==> config.mk <==
export PLATFORM = sky130hd
export DESIGN_NAME = encoder_value_accelerator
export DESIGN_NICKNAME = d
export VERILOG_FILES = /design/src/hw/rtl/eva_pkg.sv /design/src/hw/rtl/eva_core.sv /design/src/hw/rtl/encoder_value_accelerator.sv
export SDC_FILE = /design/constraint.sdc
export NUM_CORES = 1
export LEC_CHECK = 0
export BUFFER_PORTS_ARGS = -buffer_cell sky130_fd_sc_hd__buf_2
export CORE_ASPECT_RATIO = 2
export CORE_MARGIN = 2
export CORE_UTILIZATION = 62
export DETAILED_ROUTE_END_ITERATION = 12
export MAX_ROUTING_LAYER = met4
export PLACE_DENSITY = 0.9
export REMOVE_ABC_BUFFERS = 1
export SLEW_MARGIN = 20
export SYNTH_ARGS = -nofsm -noshare
export SYNTH_HDL_FRONTEND = slang
export SYNTH_SLANG_ARGS = --single-unit
==> constraint.sdc <==
create_clock -name clk -period 19.9 [get_ports clk]
set_input_delay 2.985 -clock clk [delete_from_list [all_inputs] [get_ports clk]]
set_output_delay 2.985 -clock clk [all_outputs]
set_load 0.05 [all_outputs]
==> src/hw/rtl/eva_pkg.sv <==
// Package with the types, codes and constants of the encoder value accelerator.
`timescale 1ns / 1ps

package eva_pkg;

	localparam int unsigned ACCEL_STEPS = 5;
	localparam logic [2:0] IDX_LAST = 3'(ACCEL_STEPS - 1);

	localparam logic signed [31:0] FIXED_SPEED = 32'sd1500;
	localparam logic signed [31:0] VEL_MAX = 32'sh7fff_ffff;
	localparam logic signed [31:0] VEL_MIN = 32'sh8000_0000;

	localparam logic [1:0] DIR_NONE = 2'b00;
	localparam logic [1:0] DIR_CW = 2'b01;
	localparam logic [1:0] DIR_CCW = 2'b11;

	typedef enum logic [1:0] {
		REG_RAMP_EN = 2'd0,
		REG_MAX_VELOCITY = 2'd1,
		REG_MIN_VALUE = 2'd2,
		REG_MAX_VALUE = 2'd3
	} eva_reg_t;

	typedef struct packed {
		logic ramp_en;
		logic [15:0] max_velocity;
		logic signed [31:0] min_value;
		logic signed [31:0] max_value;
	} eva_cfg_t;

	typedef struct packed {
		logic signed [31:0] cur;
		logic signed [31:0] vel;
		logic [1:0] last_dir;
		logic [2:0] idx;
	} eva_state_t;

	// Velocity increment for each acceleration index; later indexes keep the last step.
	function automatic logic [8:0] inc_lookup(input logic [2:0] idx);
		logic [8:0] inc;
		case (idx)
			3'd0: inc = 9'd0;
			3'd1: inc = 9'd10;
			3'd2: inc = 9'd40;
			3'd3: inc = 9'd120;
			default: inc = 9'd320;
		endcase
		return inc;
	endfunction

endpackage

==> src/hw/rtl/eva_core.sv <==
// Next-state logic for one encoder step: velocity update, velocity limit and value clamp.
`timescale 1ns / 1ps

module eva_core import eva_pkg::*; (
	input  eva_cfg_t   cfg,
	input  eva_state_t st,
	input  logic [1:0] step_dir,
	output eva_state_t nxt
);

	logic is_cw;
	logic is_ccw;
	logic moving;
	logic move;
	logic [1:0] dir_code;
	logic signed [31:0] vel_base;
	logic [8:0] inc;
	logic signed [32:0] inc_w;
	logic signed [32:0] vel_sum;
	logic signed [31:0] vel_new;
	logic signed [32:0] vel_w;
	logic signed [32:0] vlim_w;
	logic signed [32:0] step_w;
	logic signed [33:0] sum_w;
	logic signed [33:0] min_w;
	logic signed [33:0] max_w;
	logic signed [31:0] cur_new;

	assign is_cw = (step_dir == DIR_CW);
	assign is_ccw = (step_dir == DIR_CCW);
	assign moving = is_cw | is_ccw;
	assign dir_code = moving ? step_dir : DIR_NONE;

	always_comb begin
		nxt.last_dir = st.last_dir;
		nxt.idx = st.idx;
		vel_base = st.vel;
		vel_new = st.vel;
		move = 1'b0;
		inc = 9'd0;
		inc_w = '0;
		vel_sum = '0;
		if (!cfg.ramp_en) begin
			if (moving) begin
				vel_new = is_cw ? FIXED_SPEED : -FIXED_SPEED;
				move = 1'b1;
			end
		end else if (!moving) begin
			vel_new = (st.vel > 32'sd0) ? st.vel - 32'sd1 : st.vel + 32'sd1;
		end else begin
			if (st.last_dir == dir_code) begin
				nxt.idx = (st.idx == IDX_LAST) ? 3'd0 : st.idx + 3'd1;
			end else begin
				nxt.idx = 3'd0;
				vel_base = '0;
			end
			nxt.last_dir = dir_code;
			inc = inc_lookup(nxt.idx);
			inc_w = $signed({24'd0, inc});
			vel_sum = $signed({vel_base[31], vel_base}) + (is_cw ? inc_w : -inc_w);
			if (vel_sum[32] != vel_sum[31]) begin
				vel_new = vel_sum[32] ? VEL_MIN : VEL_MAX;
			end else begin
				vel_new = vel_sum[31:0];
			end
			move = 1'b1;
		end
		nxt.vel = vel_new;

		vel_w = $signed({vel_new[31], vel_new});
		vlim_w = $signed({17'd0, cfg.max_velocity});
		if (vel_w > vlim_w) begin
			step_w = vlim_w;
		end else if (vel_w < -vlim_w) begin
			step_w = -vlim_w;
		end else begin
			step_w = vel_w;
		end
		sum_w = $signed({{2{st.cur[31]}}, st.cur}) + $signed({step_w[32], step_w});
		min_w = $signed({{2{cfg.min_value[31]}}, cfg.min_value});
		max_w = $signed({{2{cfg.max_value[31]}}, cfg.max_value});
		if (sum_w < min_w) begin
			cur_new = cfg.min_value;
		end else if (sum_w > max_w) begin
			cur_new = cfg.max_value;
		end else begin
			cur_new = sum_w[31:0];
		end
		nxt.cur = move ? cur_new : st.cur;
	end

endmodule

==> src/hw/rtl/encoder_value_accelerator.sv <==
// Top level of the encoder value accelerator: handshakes, registers and state.
//
// One input transaction carries a decoded encoder step on step_dir (1 clockwise,
// -1 counterclockwise, 0 or the unused code for no movement). Each one yields
// exactly one output transaction with the new value, the value before the step
// and the signed velocity after it. Both channels take a transaction when valid
// is high and stall is low.
// The step is held in an input register; the new state is computed from it and
// loaded into the output register together with the state update when the
// output register is free. One step is taken every cycle while the receiver
// does not stall.
// When the receiver stalls, the result is held and the input register still
// fills; in_stall rises only when both registers hold a step.
// The configuration channel is always ready and should be written only while
// no transaction is in flight.
// Reset clears the value, velocity, direction and index, empties both registers
// and loads fixed mode, a velocity limit of 1500 and limits of 0 and 65535.
`timescale 1ns / 1ps

module encoder_value_accelerator import eva_pkg::*; (
	input  logic               clk,
	input  logic               arst_n,
	input  logic               in_valid,
	output logic               in_stall,
	input  logic signed [1:0]  step_dir,
	output logic               out_valid,
	input  logic               out_stall,
	output logic signed [31:0] value,
	output logic signed [31:0] previous_value,
	output logic signed [31:0] speed,
	input  logic               cfg_valid,
	output logic               cfg_ready,
	input  logic [1:0]         cfg_index,
	input  logic [31:0]        cfg_data
);

	eva_cfg_t cfg_q;
	eva_state_t state_q;
	eva_state_t state_nxt;
	logic valid_s1;
	logic [1:0] step_dir_s1;
	logic valid_s2;
	logic signed [31:0] value_s2;
	logic signed [31:0] prev_s2;
	logic signed [31:0] speed_s2;
	logic out_free;
	logic adv;
	logic in_take;

	assign cfg_ready = 1'b1;
	assign out_free = !valid_s2 || !out_stall;
	assign adv = valid_s1 && out_free;
	assign in_stall = valid_s1 && !out_free;
	assign in_take = in_valid && !in_stall;

	eva_core u_core (
		.cfg      (cfg_q),
		.st       (state_q),
		.step_dir (step_dir_s1),
		.nxt      (state_nxt)
	);

	always_ff @(posedge clk or negedge arst_n) begin
		if (!arst_n) begin
			cfg_q.ramp_en <= 1'b0;
			cfg_q.max_velocity <= 16'd1500;
			cfg_q.min_value <= 32'sd0;
			cfg_q.max_value <= 32'sd65535;
		end else if (cfg_valid && cfg_ready) begin
			case (eva_reg_t'(cfg_index))
				REG_RAMP_EN: cfg_q.ramp_en <= cfg_data[0];
				REG_MAX_VELOCITY: cfg_q.max_velocity <= cfg_data[15:0];
				REG_MIN_VALUE: cfg_q.min_value <= $signed(cfg_data);
				REG_MAX_VALUE: cfg_q.max_value <= $signed(cfg_data);
				default: ;
			endcase
		end
	end

	always_ff @(posedge clk or negedge arst_n) begin
		if (!arst_n) begin
			state_q <= '0;
			valid_s1 <= 1'b0;
			valid_s2 <= 1'b0;
		end else begin
			if (adv) begin
				state_q <= state_nxt;
			end
			if (in_take) begin
				valid_s1 <= 1'b1;
			end else if (adv) begin
				valid_s1 <= 1'b0;
			end
			if (out_free) begin
				valid_s2 <= adv;
			end
		end
	end

	always_ff @(posedge clk) begin
		if (in_take) begin
			step_dir_s1 <= step_dir;
		end
		if (adv) begin
			value_s2 <= state_nxt.cur;
			prev_s2 <= state_q.cur;
			speed_s2 <= state_nxt.vel;
		end
	end

	assign out_valid = valid_s2;
	assign value = value_s2;
	assign previous_value = prev_s2;
	assign speed = speed_s2;

	// Each result reports the value held before its own state update.
	a_prev_chain: assert property (@(posedge clk) disable iff (!arst_n)
		adv |=> (out_valid && previous_value == $past(state_q.cur)))
		else $error("previous_value does not match the value before the step");

	a_idx_range: assert property (@(posedge clk) disable iff (!arst_n)
		state_q.idx <= IDX_LAST)
		else $error("acceleration index out of range");

	a_dir_code: assert property (@(posedge clk) disable iff (!arst_n)
		state_q.last_dir == DIR_NONE || state_q.last_dir == DIR_CW ||
		state_q.last_dir == DIR_CCW)
		else $error("last direction holds an invalid code");

	a_stall_full: assert property (@(posedge clk) disable iff (!arst_n)
		in_stall |-> (valid_s1 && valid_s2))
		else $error("input stalled while a register is free");

endmodule
==> results.py, run 1 <==
metrics = {
    "run_status": {
        "status": "complete, no violations",
    },
    "detailed_routing": {
        "dr.pass1.iters": 6,
        "wl_per_cell_um": 24.6,
        "drc": 0,
        "wirelength_um": 66800,
        "ant_nets": 0,
        "drt_iter0_markers": 1299,
        "vias": 18108,
        "vias_per_cell": 6.67,
    },
    "clocking": {
        "cts_resized": 0,
        "clkLatencyLatePin_ps": 570,
        "cts_root_buffer": "clkbuf_16",
        "holdBufCountCts": 0,
        "numCtsBuffers": 24,
        "htreeDepth": 1,
        "cts_tree": "built",
        "clock_sinks": 250,
        "clockBufferDepth": 3,
        "cts_setup_buffers": 0,
        "clk_pin_slew_ps": 60,
    },
    "grt": {
        "gr-total-overflow": 0,
        "grt_pass1_vias": 18609,
        "track_usage": 0.412,
        "grt_max_degree": 63,
        "grt_pass1_wl_um": 103000,
        "antenna_found_initial": 0,
    },
    "logic_synthesis": {
        "seq_area_frac_synth": 0.339,
        "yosys_register_bits": 250,
        "synth-async-reset-ratio": 0.608,
        "synth_area_um2": 20000,
        "synthDistinctLibCells": 84,
        "avgSynthCellArea_um2": 9.28,
        "synth_edf_count": 98,
        "yosys_warnings": 0,
        "yosys_most_used_dff": "dfrtp_1",
        "syn_inst": 2152,
    },
    "sta": {
        "grt_setup_unrepaired": "no",
        "worst_pin_slew_ps": 1350,
        "timing.final.crit_share": 0.894,
        "setup_viol": 0,
        "max_freq_ghz": 0.0562,
        "min_period_ps": 17790,
        "finalHoldViolCount": 0,
        "slew_headroom": 0.0916,
        "skew_ps": 37.4,
        "finalWorstSetupSlack_ps": 2110,
        "drv_slew": 0,
        "tns_ps": 0,
    },
    "setup_path": {
        "end_kind": "register",
        "cpMostUsedCell": "a21o_1",
        "rr_startpoint": "state_q[0]$_DFFE_PN0P_",
        "critical_path_required_ps": 20310,
        "startpoint": "state_q[0]$_DFFE_PN0P_",
        "cp_slowest_cell": "a221oi_1",
        "worstRegToRegCells": 68,
        "worstSetupPathType": "register to register",
        "r2r_slack_ps": 2110,
        "slowest_delay_ps": 840,
        "crit_path_max_fanout": 38,
        "arrival_ps": 18200,
        "cp-start-kind": "register",
        "cp-endpoint": "value[17]$_DFFE_PP_",
        "r2r_end": "value[17]$_DFFE_PP_",
    },
    "die": {
        "die_w_um": 131,
        "num_io_pins": 140,
        "core_um2": 32000,
        "die_area_um2": 33700,
        "start_util": 0.624,
        "row_count": 93,
        "die_h_um": 258,
    },
    "finish": {
        "instances_no_fill": 2714,
        "n_antenna_cell": 0,
        "layout_common_cells": "214 x ha_1, 199 x nand2_1, 167 x a21oi_1",
        "area_growth_pct": 9.90,
        "drive_gt1_frac": 0.178,
        "nNetsFinal": 2527,
        "fill_cells": 2426,
        "layout_commonest_cell": "ha_1",
    },
    "place": {
        "io_buffers": 138,
        "hpwl_um": 50800,
        "gp_congestion": 0.981,
        "dp_cells": 2669,
        "dp_slack_ps": 2860,
    },
    "worst_hold_path": {
        "hold_class": "register to register",
    },
    "flow_run": {
        "maxCapViolCount": 0,
    },
}
-- flip-flops by register name, summed over array words and instances (netlist names) --
signal,count
previous_value,32
cfg_q,81
out_valid,1
valid_s1,1
value,32
speed,32
state_q,69
step_dir_s1,2
-- area by class of cell --
class / count / area, um2 / share of cell area
Timing Repair Buffer: 168 / 922 / 0.0420
Clock buffer: 29 / 629 / 0.0287
Tap cell: 427 / 534 / 0.0243
Clock inverter: 15 / 130 / 0.00593
Multi-Input combinational cell: 1694 / 12500 / 0.568
Inverter: 131 / 494 / 0.0225
Sequential cell: 250 / 6780 / 0.309
-- cells by family after synthesis --
| group | share of synthesized area |
|---|---|
| xor gates and xnor gates | 0.0377 |
| AOI/OAI and AO/OA | 0.198 |
| other | 0.000188 |
| DFF | 0.339 |
| muxes | 0.100 |
| adders and majority gates | 0.137 |
| and+or+nand+nor | 0.147 |
| buffers and inverters | 0.0398 |
-- worst min-delay path by stage --
stage,cells past startpoint,endpoint,start
after CTS,1,out_valid$_DFFE_PN0P_,valid_s1$_DFFE_PN0P_
after global routing,1,cfg_q[25]$_DFFE_PN0P_,cfg_q[25]$_DFFE_PN0P_
final,1,cfg_q[25]$_DFFE_PN0P_,cfg_q[25]$_DFFE_PN0P_
after global placement,1,out_valid$_DFFE_PN0P_,valid_s1$_DFFE_PN0P_
after detailed placement,1,cfg_q[79]$_DFFE_PN0P_,cfg_q[79]$_DFFE_PN0P_
after floorplan,1,out_valid$_DFFE_PN0P_,valid_s1$_DFFE_PN0P_
-- cell usage after synthesis (6+ instances only) --
cell	number	share of area
nor3_1	34	0.0085
o31ai_1	10	0.0038
dfstp_2	23	0.030
or2_2	9	0.0028
xnor2_1	47	0.021
o211ai_1	16	0.0060
nand3_1	41	0.010
ha_1	214	0.13
a221oi_1	7	0.0031
a2111oi_0	9	0.0039
o21ai_0	153	0.038
nand2b_1	21	0.0066
clkbuf_1	62	0.012
edfxtp_1	98	0.15
o22ai_1	13	0.0041
nand2_1	199	0.037
mux2_2	137	0.077
inv_1	130	0.024
and3_1	15	0.0047
a31oi_1	22	0.0069
o31a_1	7	0.0031
nor2_1	110	0.021
mux2i_1	40	0.020
a21o_1	79	0.030
and2_1	33	0.010
a41oi_1	6	0.0026
a211oi_1	32	0.012
dfrtp_1	129	0.16
o21a_1	22	0.0083
nor2b_1	27	0.0085
buf_1	8	0.0015
nand4_1	40	0.013
xor2_1	39	0.017
nor4_1	21	0.0066
a21boi_0	6	0.0023
a211o_1	8	0.0035
nor3b_1	10	0.0038
o21bai_1	10	0.0038
or3_1	18	0.0056
a21oi_1	167	0.042
-- routing by layer --
metal	track usage	share of wire	wire [um]	up-vias
met5	-	0	0	-
met4	0.366	0.11	7430	0
met3	0.0574	0.052	3440	415
met2	0.701	0.51	34100	830
met1	0.395	0.33	21800	8655
li1	-	-	-	8208
-- through the flow --
| step | hold slack, ps | util | cell area, um2 |
|---|---|---|---|
| 2_1_floorplan | 456 | - | 19700 |
| 3_3_place_gp | 465 | 0.661 | 21200 |
| 3_5_place_dp | 494 | 0.661 | 21200 |
| 4_1_cts | 507 | 0.685 | 21900 |
| 5_1_grt | 535 | 0.686 | 21900 |
| 6_report | 506 | 0.686 | 21900 |
-- worst max-delay path: cells and delay by family (launching register included) --
family | cells | cell delay [ps]
DFF | 1 | 460
and+or+nand+nor | 14 | 2500
buffers and inverters | 8 | 1640
muxes | 2 | 470
AOI/OAI and AO/OA | 35 | 9720
xor gates and xnor gates | 2 | 410
adders and majority gates | 7 | 2360
Power of run 1 is not shown: default switching activity piles up to over one toggle a cycle in this logic, so the estimate is an artifact.
==> inputs of run 2 (changes only) <==
- CORE_UTILIZATION: 62 -> 38
- PLACE_DENSITY: 0.9 -> 0.62
==> run 2 against run 1 <==
Critical path depth fell by 2. Die area is 62% higher. Register-to-register slack better by 530 ps. Fmax up 3.0%. Clock-buffer cell count fell by 3. Flip-flop and latch count unchanged. Via count shrank 3.2%. Setup slack improved by 530 ps. Cell count up 9.0%. Hold slack got worse by 9.4 ps. Sequential share of layout area decreased by 0.68 points. Wire length grew 5.0%.
==> results.py, run 2 (synthesis results as in run 1) <==
metrics = {
    "sta": {
        "timing.final.crit_share": 0.868,
        "setup_viol": 0,
        "worst_pin_slew_ps": 1080,
        "drv_slew": 0,
        "slew_headroom": 0.274,
        "grt_setup_unrepaired": "no",
        "max_freq_ghz": 0.0579,
        "skew_ps": 32.2,
        "tns_ps": 0,
        "finalHoldViolCount": 0,
        "min_period_ps": 17260,
    },
    "detailed_routing": {
        "drt_iter0_markers": 1087,
        "ant_nets": 0,
        "vias_per_cell": 5.93,
        "wl_per_cell_um": 23.7,
        "wirelength_um": 70100,
        "dr.pass1.iters": 8,
        "vias": 17525,
        "drc": 0,
    },
    "clocking": {
        "clkLatencyLatePin_ps": 590,
        "cts_tree": "built",
        "holdBufCountCts": 0,
        "clk_pin_slew_ps": 70,
        "cts_root_buffer": "clkbuf_16",
        "numCtsBuffers": 25,
        "htreeDepth": 1,
        "cts_resized": 0,
        "cts_setup_buffers": 0,
        "clock_sinks": 250,
        "clockBufferDepth": 3,
    },
    "die": {
        "start_util": 0.385,
        "num_io_pins": 140,
        "row_count": 118,
        "die_h_um": 328,
        "die_area_um2": 54500,
        "die_w_um": 166,
        "core_um2": 51800,
    },
    "grt": {
        "antenna_found_initial": 2,
        "track_usage": 0.261,
        "grt_max_degree": 58,
        "grt_pass1_vias": 18062,
        "gr-total-overflow": 0,
        "grt_pass1_wl_um": 107000,
    },
    "setup_path": {
        "crit_path_max_fanout": 44,
        "cp-endpoint": "value[8]$_DFFE_PP_",
        "r2r_slack_ps": 2640,
        "worstSetupPathType": "register to register",
        "worstRegToRegCells": 66,
        "cp-start-kind": "register",
        "startpoint": "state_q[0]$_DFFE_PN0P_",
        "critical_path_required_ps": 20240,
        "r2r_end": "value[8]$_DFFE_PP_",
        "cpMostUsedCell": "ha_1",
        "cp_slowest_cell": "a211oi_1",
        "arrival_ps": 17600,
        "end_kind": "register",
        "slowest_delay_ps": 710,
        "rr_startpoint": "state_q[0]$_DFFE_PN0P_",
    },
    "place": {
        "gp_congestion": 0.962,
        "io_buffers": 138,
        "hpwl_um": 55500,
    },
    "flow_run": {
        "maxCapViolCount": 0,
    },
    "finish": {
        "layout_common_cells": "214 x ha_1, 199 x nand2_1, 166 x a21oi_1",
        "drive_gt1_frac": 0.185,
        "multi_input_area_um2": 12500,
        "seq_area_um2": 6780,
        "largestRegisters": "cfg_q: 81 flops, state_q: 69 flops",
        "largest_reg_flops": 81,
        "area_growth_pct": 12.4,
        "nNetsFinal": 2535,
        "layout_commonest_cell": "ha_1",
        "regMostFlops": "cfg_q",
        "fill_cells": 5020,
    },
    "run_status": {
        "status": "complete, no violations",
    },
    "worst_hold_path": {
        "hold_class": "register to register",
    },
}
## run 2: changes by cell type in the layout (fill, tap and decap cells not counted), moves of 3 or more
cell	change
clkbuf_1	-4
bufinv_16	+3
buf_4	+4
clkinv_2	+3
## run 2: routing by layer
metal	up-vias	track usage	wire length, um
met3	269	0.0219	2130
li1	8225	-	-
met4	0	0.195	6070
met1	8492	0.249	24400
met2	539	0.486	37600
met5	-	-	0
## run 2: stage by stage
stage	worst slack [ps]	util	cells	instance area [um2]	hold slack (ps)
after detailed placement	2710	0.416	2909	21500	485
after global routing	1400	0.433	2957	22400	524
final	2640	0.433	2957	22400	497
after global placement	2940	0.416	2908	21500	469
after floorplan	784	-	2075	19700	456
after CTS	2650	0.433	2955	22400	500
## run 2: how the worst min path moves through the flow
stage                              start                     to  slack [ps]  cells past startpoint
finish              valid_s1$_DFFE_PN0P_  out_valid$_DFFE_PN0P_         500                      1
global route        valid_s1$_DFFE_PN0P_  out_valid$_DFFE_PN0P_         520                      1
CTS                 valid_s1$_DFFE_PN0P_  out_valid$_DFFE_PN0P_         500                      1
detailed placement  valid_s1$_DFFE_PN0P_  out_valid$_DFFE_PN0P_         490                      1
global placement    valid_s1$_DFFE_PN0P_  out_valid$_DFFE_PN0P_         470                      1
floorplan           valid_s1$_DFFE_PN0P_  out_valid$_DFFE_PN0P_         460                      1
## run 2: layout make-up
class,count,area share
clock buffers,26,0.0285
clock inverters,20,0.0103
well taps,660,0.0368
flip-flops and latches,250,0.302
inverters,131,0.0220
repair buffers,175,0.0443
multi-input cells,1694,0.556
diodes,1,0.000112
## run 2: critical path, delay by kind of cell (launching register included)
family | cells | cell delay, ps
AO/OA/AOI/OAI | 35 | 9530
XOR/XNOR | 2 | 420
adder cells (fa/ha/maj) | 7 | 2390
buffers and inverters | 7 | 1260
flip-flops | 1 | 450
multiplexers | 2 | 590
AND/OR/NAND/NOR | 13 | 2290
Power of run 2 is left out for the same reason.
